<file path="src/bdeq_pkg.sv">
// Package for the bounded double-ended queue.
// Holds the storage sizes, field widths and command codes used across the design.
// Depends on nothing.
package bdeq_pkg;

   // Built storage depth and derived widths.
   localparam int DEPTH  = 16;
   localparam int IDX_W  = $clog2(DEPTH);
   localparam int CNT_W  = $clog2(DEPTH + 1);
   localparam int DATA_W = 32;
   localparam int CMD_W  = 3;
   localparam int CAP_W  = 5;

   // Capacity after reset.
   localparam logic [CAP_W-1:0] CAP_RESET = CAP_W'(DEPTH);

   // Command codes.
   localparam logic [CMD_W-1:0] CMD_PUSH_FRONT = 3'd0;
   localparam logic [CMD_W-1:0] CMD_PUSH_REAR  = 3'd1;
   localparam logic [CMD_W-1:0] CMD_POP_FRONT  = 3'd2;
   localparam logic [CMD_W-1:0] CMD_POP_REAR   = 3'd3;
   localparam logic [CMD_W-1:0] CMD_PEEK       = 3'd4;

   typedef logic [IDX_W-1:0]  idx_type;
   typedef logic [CNT_W-1:0]  cnt_type;
   typedef logic [DATA_W-1:0] data_type;

endpackage

</file>
<file path="src/bounded_double_ended_queue.sv">
// Top level of the bounded double-ended queue: a circular buffer in one
// synchronous memory, with head, tail and count registers and a response stage.
// Depends on bdeq_pkg.
//
//   channel   direction  handshake              payload
//   request   in         start, busy            req_cmd, req_item_value
//   response  out        rsp_valid (strobe)     rsp_ok, rsp_front_value, rsp_rear_value,
//                                               rsp_is_empty, rsp_is_full, rsp_entry_count
//   csr       in         csr_valid, csr_ready   csr_queue_capacity
//
// An item can be accepted every cycle; its response is on the outputs in the cycle
// right after the acceptance edge. The latency is set by the registered read of the
// entry memory, which is issued at the acceptance edge at the new front and rear
// addresses, with forwarding of the entry written at that same edge. Reset empties the
// queue and sets capacity to the built depth; busy is high only during reset. The
// receiver cannot stall. A csr write empties the queue and is taken only when no item
// is offered and no response is on the outputs.
module bounded_double_ended_queue (
   input  logic                             clock,
   input  logic                             reset,
   input  logic                             start,
   output logic                             busy,
   input  logic [bdeq_pkg::CMD_W-1:0]       req_cmd,
   input  logic signed [bdeq_pkg::DATA_W-1:0] req_item_value,
   output logic                             rsp_valid,
   output logic                             rsp_ok,
   output logic signed [bdeq_pkg::DATA_W-1:0] rsp_front_value,
   output logic signed [bdeq_pkg::DATA_W-1:0] rsp_rear_value,
   output logic                             rsp_is_empty,
   output logic                             rsp_is_full,
   output logic [bdeq_pkg::CNT_W-1:0]       rsp_entry_count,
   input  logic                             csr_valid,
   output logic                             csr_ready,
   input  logic [bdeq_pkg::CAP_W-1:0]       csr_queue_capacity
);

   // Pointer steps that wrap around the built depth.
   function automatic bdeq_pkg::idx_type idx_inc(input bdeq_pkg::idx_type i);
      if (i == bdeq_pkg::idx_type'(bdeq_pkg::DEPTH - 1)) begin
         return '0;
      end
      return i + 1'b1;
   endfunction

   function automatic bdeq_pkg::idx_type idx_dec(input bdeq_pkg::idx_type i);
      if (i == '0) begin
         return bdeq_pkg::idx_type'(bdeq_pkg::DEPTH - 1);
      end
      return i - 1'b1;
   endfunction

   // Entry memory.
   bdeq_pkg::data_type entry_mem [bdeq_pkg::DEPTH];

   // Queue state.
   bdeq_pkg::idx_type          head_ff, head_in;
   bdeq_pkg::idx_type          tail_ff, tail_in;
   bdeq_pkg::cnt_type          count_ff, count_in;
   logic [bdeq_pkg::CAP_W-1:0] cap_ff;

   // Response stage.
   logic               rsp_valid_ff;
   logic               ok_ff, ok_in;
   logic               empty_ff;
   logic               full_ff;
   bdeq_pkg::cnt_type  rsp_count_ff;
   bdeq_pkg::data_type rd_front_ff, rd_rear_ff;
   bdeq_pkg::data_type wdata_ff;
   logic               fwd_front_ff, fwd_rear_ff;

   // Per-item control.
   logic               accept;
   logic               cfg_write;
   logic               wr_en;
   bdeq_pkg::idx_type  wr_addr;
   bdeq_pkg::idx_type  rear_addr;
   bdeq_pkg::cnt_type  cap_used;
   logic               is_full_now;
   logic               is_empty_now;

   // Items are held off only during reset; a csr write waits until no item is
   // offered and no response is pending, so it never overlaps an item.
   assign busy      = reset;
   assign csr_ready = !reset && !start && !rsp_valid_ff;
   assign accept    = start && !busy;
   assign cfg_write = csr_valid && csr_ready;

   // Clamp the capacity register into 1..DEPTH.
   always_comb begin
      if (cap_ff == '0) begin
         cap_used = bdeq_pkg::cnt_type'(1);
      end else if (bdeq_pkg::CNT_W'(cap_ff) > bdeq_pkg::cnt_type'(bdeq_pkg::DEPTH)) begin
         cap_used = bdeq_pkg::cnt_type'(bdeq_pkg::DEPTH);
      end else begin
         cap_used = bdeq_pkg::CNT_W'(cap_ff);
      end
   end

   assign is_full_now  = count_ff >= cap_used;
   assign is_empty_now = count_ff == '0;

   // Command decode: new pointers, count and the memory write.
   always_comb begin
      head_in  = head_ff;
      tail_in  = tail_ff;
      count_in = count_ff;
      ok_in    = 1'b0;
      wr_en    = 1'b0;
      wr_addr  = tail_ff;
      case (req_cmd)
         bdeq_pkg::CMD_PUSH_FRONT: begin
            if (!is_full_now) begin
               head_in  = idx_dec(head_ff);
               wr_addr  = idx_dec(head_ff);
               wr_en    = 1'b1;
               count_in = count_ff + 1'b1;
               ok_in    = 1'b1;
            end
         end
         bdeq_pkg::CMD_PUSH_REAR: begin
            if (!is_full_now) begin
               wr_addr  = tail_ff;
               tail_in  = idx_inc(tail_ff);
               wr_en    = 1'b1;
               count_in = count_ff + 1'b1;
               ok_in    = 1'b1;
            end
         end
         bdeq_pkg::CMD_POP_FRONT: begin
            if (!is_empty_now) begin
               head_in  = idx_inc(head_ff);
               count_in = count_ff - 1'b1;
               ok_in    = 1'b1;
            end
         end
         bdeq_pkg::CMD_POP_REAR: begin
            if (!is_empty_now) begin
               tail_in  = idx_dec(tail_ff);
               count_in = count_ff - 1'b1;
               ok_in    = 1'b1;
            end
         end
         bdeq_pkg::CMD_PEEK: begin
            ok_in = 1'b1;
         end
         default: begin
            ok_in = 1'b0;
         end
      endcase
   end

   // The rear entry sits just before the tail slot.
   assign rear_addr = idx_dec(tail_in);

   // Memory: write the inserted item and read the new front and rear entries.
   // A read at the address written in the same cycle returns old data, so the
   // written item is forwarded in that case.
   always_ff @(posedge clock) begin
      if (accept && wr_en) begin
         entry_mem[wr_addr] <= req_item_value;
      end
      if (accept) begin
         rd_front_ff  <= entry_mem[head_in];
         rd_rear_ff   <= entry_mem[rear_addr];
         wdata_ff     <= req_item_value;
         fwd_front_ff <= wr_en && (wr_addr == head_in);
         fwd_rear_ff  <= wr_en && (wr_addr == rear_addr);
         ok_ff        <= ok_in;
         empty_ff     <= count_in == '0;
         full_ff      <= count_in >= cap_used;
         rsp_count_ff <= count_in;
      end
   end

   // Pointer, count and capacity registers.
   always_ff @(posedge clock) begin
      if (reset) begin
         head_ff      <= '0;
         tail_ff      <= '0;
         count_ff     <= '0;
         cap_ff       <= bdeq_pkg::CAP_RESET;
         rsp_valid_ff <= 1'b0;
      end else begin
         rsp_valid_ff <= accept && !cfg_write;
         if (cfg_write) begin
            cap_ff   <= csr_queue_capacity;
            head_ff  <= '0;
            tail_ff  <= '0;
            count_ff <= '0;
         end else if (accept) begin
            head_ff  <= head_in;
            tail_ff  <= tail_in;
            count_ff <= count_in;
         end
      end
   end

   // Response outputs; an empty queue reports minus one for both ends.
   assign rsp_valid       = rsp_valid_ff;
   assign rsp_ok          = ok_ff;
   assign rsp_is_empty    = empty_ff;
   assign rsp_is_full     = full_ff;
   assign rsp_entry_count = rsp_count_ff;
   assign rsp_front_value = empty_ff ? -32'sd1 :
                            (fwd_front_ff ? wdata_ff : rd_front_ff);
   assign rsp_rear_value  = empty_ff ? -32'sd1 :
                            (fwd_rear_ff ? wdata_ff : rd_rear_ff);

   // Expected tail from head and count, for the pointer check below.
   logic [bdeq_pkg::CNT_W:0] ptr_sum;
   bdeq_pkg::idx_type        tail_expect;
   assign ptr_sum     = {1'b0, bdeq_pkg::CNT_W'(head_ff)} + {1'b0, count_ff};
   assign tail_expect = (ptr_sum >= (bdeq_pkg::CNT_W+1)'(bdeq_pkg::DEPTH))
                        ? bdeq_pkg::idx_type'(ptr_sum - (bdeq_pkg::CNT_W+1)'(bdeq_pkg::DEPTH))
                        : bdeq_pkg::idx_type'(ptr_sum);

   // The count never exceeds the clamped capacity.
   assert property (@(posedge clock) disable iff (reset) count_ff <= cap_used)
      else $error("entry count above capacity");

   // The tail always sits count entries past the head.
   assert property (@(posedge clock) disable iff (reset) tail_ff == tail_expect)
      else $error("head, tail and count disagree");

   // Every accepted item yields exactly one response in the next cycle.
   assert property (@(posedge clock) disable iff (reset)
      (accept && !cfg_write) |=> rsp_valid)
      else $error("accepted item produced no response");

   // An empty response always reports a zero count.
   assert property (@(posedge clock) disable iff (reset)
      (rsp_valid && rsp_is_empty) |-> (rsp_entry_count == '0))
      else $error("empty response with nonzero count");

   // A capacity write leaves the queue empty.
   assert property (@(posedge clock) disable iff (reset)
      cfg_write |=> (count_ff == '0))
      else $error("capacity write did not empty the queue");

endmodule
</file>
<file path="config.mk">
export PLATFORM = sky130hd
export DESIGN_NAME = bounded_double_ended_queue
export DESIGN_NICKNAME = d
export VERILOG_FILES = /design/src/bdeq_pkg.sv /design/src/bounded_double_ended_queue.sv
export SDC_FILE = /design/constraint.sdc
export NUM_CORES = 1
export LEC_CHECK = 0
export BUFFER_PORTS_ARGS = -buffer_cell sky130_fd_sc_hd__buf_2
export CAP_MARGIN = 30
export CORE_MARGIN = 5
export CORE_UTILIZATION = 40
export CTS_CLUSTER_DIAMETER = 200
export DETAILED_ROUTE_END_ITERATION = 8
export SLEW_MARGIN = 5
export SYNTH_ARGS = -nofsm -noshare
export SYNTH_HDL_FRONTEND = slang
export SYNTH_SLANG_ARGS = --single-unit
</file>
<file path="constraint.sdc">
create_clock -name clock -period 20.4 [get_ports clock]
set_clock_uncertainty 0.05 [all_clocks]
set_input_delay 3.06 -clock clock [delete_from_list [all_inputs] [get_ports clock]]
set_output_delay 3.06 -clock clock [all_outputs]
set_load 0.05 [all_outputs]
</file>
# After elaboration in Yosys (flattened, before gate mapping)
# Memory sizes are Yosys's and may differ from the RTL's. A register that Yosys moved wholly into a read port is not among the register bits.
# Index checks and enable logic that the tools add are counted.
# totals
reg_bits,61
mem_bits_rw,512
out_inout_bits,75
word_cells,99
mem_count,1
# classes
n_addsub,7
order_cmp,3
eq_ne,8
muxes,46
n_reduce_logical,22
# memory_table
memory,words,word_bits,rd,rd_ports_with_merged_regs,write_ports,line_no,text
entry_mem,16,32,2,2,1,bounded_double_ended_queue.sv:53,bdeq_pkg::data_type entry_mem [bdeq_pkg::DEPTH];
# op_table
operator,count
$mux W32,4
$mux W4,16
$mux W5,4
$mux W1,18
$pmux W4 S2,2
$logic_not A5 Y1,3
$logic_not A4 Y1,3
$sub A4 B1 Y4 const B,3
$ge A5 B5 Y1,2
$pmux W5 S2,1
$add A4 B1 Y4 const B,2
$eq A4 B4 Y1,2
$eq A4 B4 Y1 const B,2
$logic_and A1 B1 Y1,8
$eq A3 B2 Y1 const B,2
$reduce_or A2 Y1,3
$add A5 B1 Y5 const B,1
$gt A5 B5 Y1 const B,1
$sub A5 B1 Y5 const B,1
$logic_not A1 Y1,4
$eq A3 B1 Y1 const B,1
$eq A3 B3 Y1 const B,1
$logic_not A3 Y1,1
$pmux W1 S3,1

# Logic depth before layout (Yosys ltp)
# Gate-level depths: netlist (run 1).
# depth
ltp_word,14
mapped_depth,22

# Worst setup path before layout (run 1)
# Ideal clock, no wire load.
# synth_path
kind,input-to-reg
from,in start
to,mem entry_mem[0][0] (netlist name) (enable)
arrival_time_ns,10.393
path_slack_ns,9.536
stages,5
n_path_buf,1
cell_sequence,clkbuf_1 nor2b_1 and3_1 nand2_1 nor2_1
# synth_between
elab_chain_cells,4
# synth_rtl
item,line_no,text
start: declaration,bounded_double_ended_queue.sv:21,"input logic start,"
$logic_and A1 B1 Y1,bounded_double_ended_queue.sv:85,assign accept = start && !busy;
via accept,bounded_double_ended_queue.sv:72,logic accept;
$logic_and A1 B1 Y1,bounded_double_ended_queue.sv:159,if (accept && wr_en) begin
$mux W1,bounded_double_ended_queue.sv:159,
$mux W1 (not written as such),bounded_double_ended_queue.sv:160,entry_mem[wr_addr] <= req_item_value;
end: declaration,bounded_double_ended_queue.sv:53,
# The timed path passes the listed nets, and every way through them passes these cells.

# Worst setup path in the final report (run 1)
# layout_path
from,in req_cmd[1] (netlist name)
to,reg rd_rear_ff[7] (read register of entry_mem) (data pin)
# layout_between
elab_chain_cells,5
# layout_rtl
item,line_no,text
start: declaration,bounded_double_ended_queue.sv:23,"input logic [bdeq_pkg::CMD_W-1:0] req_cmd,"
$eq A3 B2 Y1 / $eq A3 B1 Y1 (equally long branches),bounded_double_ended_queue.sv:110,case (req_cmd)
$pmux W4 S2 (*),bounded_double_ended_queue.sv:110,
"parallel branches: the longest is 2 deep, another holds $sub A4 B1 Y4",--,
$mux W4 (*),bounded_double_ended_queue.sv:49,return i - 1'b1;
end: declaration,bounded_double_ended_queue.sv:67,"bdeq_pkg::data_type rd_front_ff, rd_rear_ff;"
# Mark *: on every way between the ends.
# A chain may end at the register's enable or synchronous reset.

==> results of run 1 <==
-- flip-flops by register name, summed over array words and instances (netlist names) --
signal           flops
cap_ff               5
count_ff             5
entry_mem          512
fwd_front_ff         1
fwd_rear_ff          1
head_ff              4
rd_front_ff         32
rd_rear_ff          32
rsp_entry_count      5
rsp_is_empty         1
rsp_is_full          1
rsp_ok               1
rsp_valid            1
tail_ff              4
wdata_ff            32
-- layer usage --
| metal | GRT usage | part of all wire | routed length, um |
|---|---|---|---|
| met1 | 0.320 | 0.41 | 41100 |
| met2 | 0.381 | 0.46 | 46800 |
| met3 | 0.0418 | 0.090 | 9130 |
| met4 | 0.0907 | 0.039 | 3910 |
| met5 | 0 | 0.00013 | 13 |
-- kinds of logic (layout without fill, tap and decap cells) --
logic type / Yosys count / after routing / synth area share
DFF: 637 / 637 / 0.607
AOI/OAI and AO/OA: 585 / 585 / 0.146
muxes: 325 / 325 / 0.119
and+or+nand+nor: 562 / 562 / 0.0886
xor gates and xnor gates: 10 / 10 / 0.00281
buffers and inverters: 214 / 328 / 0.0297
other: 0 / 2 / 0
adders and majority gates: 19 / 19 / 0.00761
-- worst max-delay path, delay by kind of cell --
kind / cells / cell delay (ps)
fa+ha+maj: 1 / 900
simple gates: 4 / 970
buf+inv: 5 / 2020
compound gates: 5 / 1840
-- per-stage QoR --
stage | total power, mW | hold WS (ps)
finish | 3.39 | 433
global placement | 2.13 | 434
detailed placement | 2.14 | 436
floorplan | 1.93 | 399
CTS | 3.40 | 446
global route | 3.50 | 467
-- cells in the final DEF, fill, tap and decap left out, types with 20 or more instances in the layout --
cell type  count
mux4_2        23
nand3_1       26
edfxtp_1     618
nor2b_1       70
o21ai_0       28
mux2i_1      172
clkbuf_16     75
o211ai_1     156
a211o_1       71
nand2_1      197
buf_4         52
nor3_1        23
clkbuf_1      22
o22a_1        59
a21oi_1       43
nor2_1        87
mux2_2       129
o31ai_1       20
o22ai_1       53
nand4_1       49
nand2b_1      34
buf_2        118
-- report_power, final --
group	leakage, nW	switching (mW)	internal, mW
clock	1.09	0.534	0.728
sequential	5.76	0.0137	1.47
combinational	4.60	0.431	0.206
-- final cells by class --
class,count,area [um2],share of cell area
tap,1040,1300,0.0369
clock buffer,97,1960,0.0555
timing repair buffer,178,1140,0.0322
clock inverter,31,308,0.00872
antenna,2,5.00,0.000142
sequential,637,18900,0.536
inverter,22,82.6,0.00234
multi-input combinational,1501,11600,0.328
-- path summary, 6_finish.rpt --
| kind | from | end | slack, ps | cells after the start |
|---|---|---|---|---|
| max | req_cmd[1] | rd_rear_ff[7] | 11930 | 15 |
| min | cap_ff[0] | cap_ff[0] | 430 | 2 |
| max reg2reg | cap_ff[1] | rd_rear_ff[7] | 13990 | 18 |
| min reg2reg | cap_ff[0] | cap_ff[0] | 430 | 2 |
==> results.json, run 1 <==
{
  "layout.cells.non_filler": 3508,
  "netlist_top_cells_count": "618 x edfxtp_1, 198 x nand2_1, 172 x mux2i_1, 156 x o211ai_1, 129 x mux2_2",
  "fin_ws_ps": 11930,
  "rsz0062_at_grt": "false",
  "cts_buffers": 72,
  "maxSlewHeadroom": 0.298,
  "hp-class": "reg2reg",
  "yosys_warnings": 0,
  "maxCapViolCount": 0,
  "arrival_ps": 8910,
  "netlist.area_leader.share": 0.594,
  "dieArea_mm2": 0.0837,
  "cp.required_ps": 20840,
  "avgSynthCellArea_um2": 13.3,
  "ant_nets": 0,
  "area_growth_pct": 13.1,
  "nFillCells": 6864,
  "insertion_delay_ps": 630,
  "async_reset_ff_frac": 0,
  "grt_pass1_wl_mm": 147,
  "slowest_delay_ps": 900,
  "die_width_um": 289,
  "ys_types": 87,
  "wl_per_cell_um": 28.8,
  "pre_cts_ws_ps": 11460,
  "end_kind": "register",
  "root_buffer": "clkbuf_16",
  "post-cts-setup-buffers": 0,
  "cpMostUsedCell": "buf_4",
  "post_cts_resized": 0,
  "slowest_stage": "ha_4",
  "fin_tns_setup_ps": 0,
  "finalHoldViolCount": 0,
  "htreeDepth": 3,
  "syn_nets": 2415,
  "syn_area_mm2": 0.0312,
  "slew_viol_final": 0,
  "finalWirelength_mm": 101,
  "fmax_mhz": 118,
  "tightest_slew_ps": 1050,
  "fin_util": 0.456,
  "clock-sinks": 637,
  "irDropWorstVdd_mv": 0.0585,
  "dpl_cell_area_mm2": 0.0330,
  "pwr_density_cell_mw_per_mm2": 95.9,
  "synth_flop_cell": "edfxtp_1",
  "cts_hold_buffers": 0,
  "synth-seq-cells": 637,
  "clk_pin_slew_ps": 60,
  "die_y_um": 289,
  "yosysSeqAreaShare": 0.607,
  "initial_core_util": 0.403,
  "dp_hpwl_mm": 54.1,
  "synth-edff-count": 618,
  "drc_errors": 0,
  "synth.area.top_cells": "edfxtp_1 59%, mux2i_1 5.5%, mux2_2 4.7%",
  "row_count": 102,
  "p_leak_nw": 11.4,
  "track_usage": 0.236,
  "synthCells": 2352,
  "post-route-period-util": 0.415,
  "crit_type": "in2reg",
  "ioPinCount": 119,
  "overflow": 0,
  "status": "completed",
  "critPathLaunchType": "input port",
  "drive_above_1_share": 0.197,
  "first_pass_iters": 9,
  "core_region_area_mm2": 0.0775,
  "vias": 22100,
  "place_congestion": 0.839,
  "min_period_ps": 8470,
  "crit_path_cell_trace": "buf_2, or3b_1, a311oi_1, o21ai_1, a211oi_4, buf_4, inv_2, ha_4, buf_4, nor2_1, a31oi_4, buf_4, nor2_1, a2111oi_0, or4_1",
  "post-synth-top-count-cell": "edfxtp_1",
  "synth_top_cell_by_area": "edfxtp_1",
  "via_per_inst": 6.30,
  "fin_nets": 2475,
  "grt_start_max_net_pins": 139,
  "dr.first_iter.drc_count": 2366,
  "cts_buffer_depth": 3,
  "antenna_found_initial": 3,
  "stdcell_area_mm2": 0.0353,
  "numPortBuffers": 118,
  "placed_cells": 3376,
  "tritoncts": "yes",
  "cp_max_fo": 54,
  "grt_pass1_vias": 22300,
  "setup_viol": 0
}
(Power assumes the default switching activity.)
==> inputs of run 2 (changes only) <==
==> constraint.sdc (replaced) <==
create_clock -name clock -period 8.03 [get_ports clock]
set_clock_uncertainty 0.05 [all_clocks]
set_input_delay 1.2045 -clock clock [delete_from_list [all_inputs] [get_ports clock]]
set_output_delay 1.2045 -clock clock [all_outputs]
set_load 0.05 [all_outputs]
==> run 2 against run 1 <==
Compared with the run above:
- global-route usage is 0.18 points lower
- count of clock-buffer cells in the layout is 8 lower
- hold slack better by 15 ps
- via count is 0.35% higher
- sequential share of layout area hardly changed
- utilization hardly changed
- non-clock buffer count is 4 higher
- final cell count hardly changed
- register-to-register slack worse by 12000 ps
- die area stayed put
- highest routed layer is now met4
==> results.json, run 2 (synthesis results as in run 1) <==
{
  "ioPinCount": 119,
  "post-route-period-util": 0.722,
  "cts_buffer_depth": 3,
  "power.internal_mw": 6.08,
  "grt_start_max_net_pins": 135,
  "cp_max_fo": 38,
  "final_common_cell": "edfxtp_1",
  "dp_hpwl_mm": 54.9,
  "combPwrFrac": 0.189,
  "track_usage": 0.234,
  "rsz0062_at_grt": "false",
  "clk_pin_slew_ps": 60,
  "via_per_inst": 6.32,
  "insertion_delay_ps": 620,
  "first_pass_iters": 7,
  "maxSlewHeadroom": 0.262,
  "most-common-layout-cells": "618 x edfxtp_1, 198 x nand2_1, 172 x mux2i_1, 156 x o211ai_1, 129 x mux2_2",
  "overflow": 0,
  "place_congestion": 0.822,
  "fin_ws_ps": 2240,
  "critPathLaunchType": "register",
  "power_mw": 8.55,
  "tritoncts": "yes",
  "vias": 22200,
  "p_seq_frac": 0.442,
  "die_y_um": 289,
  "grt_pass1_wl_mm": 146,
  "hp-class": "reg2reg",
  "p_leak_nw": 11.4,
  "arrival_ps": 6100,
  "fin_tns_setup_ps": 0,
  "tightest_slew_ps": 1100,
  "wl_per_cell_um": 28.6,
  "setup_viol": 0,
  "cts_buffers": 71,
  "cts_hold_buffers": 0,
  "slew_viol_final": 0,
  "grt_pass1_vias": 22100,
  "initial_core_util": 0.403,
  "htreeDepth": 3,
  "p_clk_frac": 0.368,
  "dr.first_iter.drc_count": 2657,
  "drive_above_1_share": 0.197,
  "fmax_mhz": 173,
  "post-cts-setup-buffers": 0,
  "maxCapViolCount": 0,
  "clock-sinks": 637,
  "dieArea_mm2": 0.0837,
  "sw_frac_of_total": 0.290,
  "drc_errors": 0,
  "numPortBuffers": 118,
  "antenna_found_initial": 1,
  "ant_nets": 0,
  "top_register": "entry_mem",
  "pre_cts_ws_ps": 1760,
  "pwr_density_cell_mw_per_mm2": 242,
  "die_width_um": 289,
  "finalHoldViolCount": 0,
  "irDropWorstVdd_mv": 0.156,
  "status": "completed",
  "min_period_ps": 5790,
  "area_growth_pct": 13.0,
  "row_count": 102,
  "switching_power_mw": 2.48,
  "fin_nets": 2478,
  "crit_type": "reg2reg",
  "root_buffer": "clkbuf_16",
  "cp.required_ps": 8330,
  "end_kind": "register",
  "core_region_area_mm2": 0.0775,
  "finalWirelength_mm": 100,
  "antenna_cells": 0,
  "post_cts_resized": 0,
  "largest_register_ffs": 512,
  "fin_util": 0.456
}
-- run 2: cell count changes in the layout (fill, tap and decap cells not counted), moves of 2 or more --
| cell | change |
|---|---|
| buf_4 | +3 |
| diode_2 | -2 |
| clkinv_1 | +7 |
| clkbuf_16 | -2 |
| clkbuf_1 | -6 |
-- run 2: routing by layer --
metal / GRT usage / share of wire
met1: 0.321 / 0.41
met4: 0.0907 / 0.039
met5: 0 / 0
met3: 0.0371 / 0.087
met2: 0.377 / 0.47
-- run 2: critical path, stage by stage (launching register included) --
cell and delay [ps]:
dfxtp_1 330, nor3_1 180, nor2_1 50, nor2_1 170, ha_1 260, nor2b_1 140
o21ai_0 250, a2111oi_0 680, a221oi_2 170, ha_4 690, buf_4 610, nand2_1 760
buf_4 470, o2111a_1 260, or4_1 410
-- run 2: worst paths after layout --
path	from	endpoint	slack, ps	cells after the start
hold / removal	cap_ff[1]	cap_ff[1]	450	2
setup / recovery	cap_ff[1]	rd_rear_ff[7]	2240	14
hold reg to reg	cap_ff[1]	cap_ff[1]	450	2
setup reg to reg	cap_ff[1]	rd_rear_ff[7]	2240	14
-- run 2: per-stage QoR --
step | area (um2) | instances | hold slack, ps
2_1_floorplan | 31200 | 2352 | 399
3_3_place_gp | 33000 | 3377 | 432
3_5_place_dp | 33000 | 3381 | 445
4_1_cts | 35300 | 3510 | 452
5_1_grt | 35300 | 3511 | 491
6_report | 35300 | 3511 | 448
-- run 2: power by group through the flow --
stage	registers [mW]	logic (mW)	clock network, mW
2_1_floorplan	3.84	1.06	0
6_report	3.78	1.62	3.15
4_1_cts	3.78	1.60	3.20
5_1_grt	3.79	1.70	3.34
3_5_place_dp	3.85	1.59	0
3_3_place_gp	3.85	1.56	0
-- run 2: final cells by class --
class / instances / area [um2]
fillers: 6870 / 42200
well taps: 1040 / 1300
repair buffers: 182 / 1160
clock buffers: 89 / 1890
inverters: 22 / 82.6
flip-flops and latches: 637 / 18900
clock inverters: 40 / 348
multi-input cells: 1501 / 11600
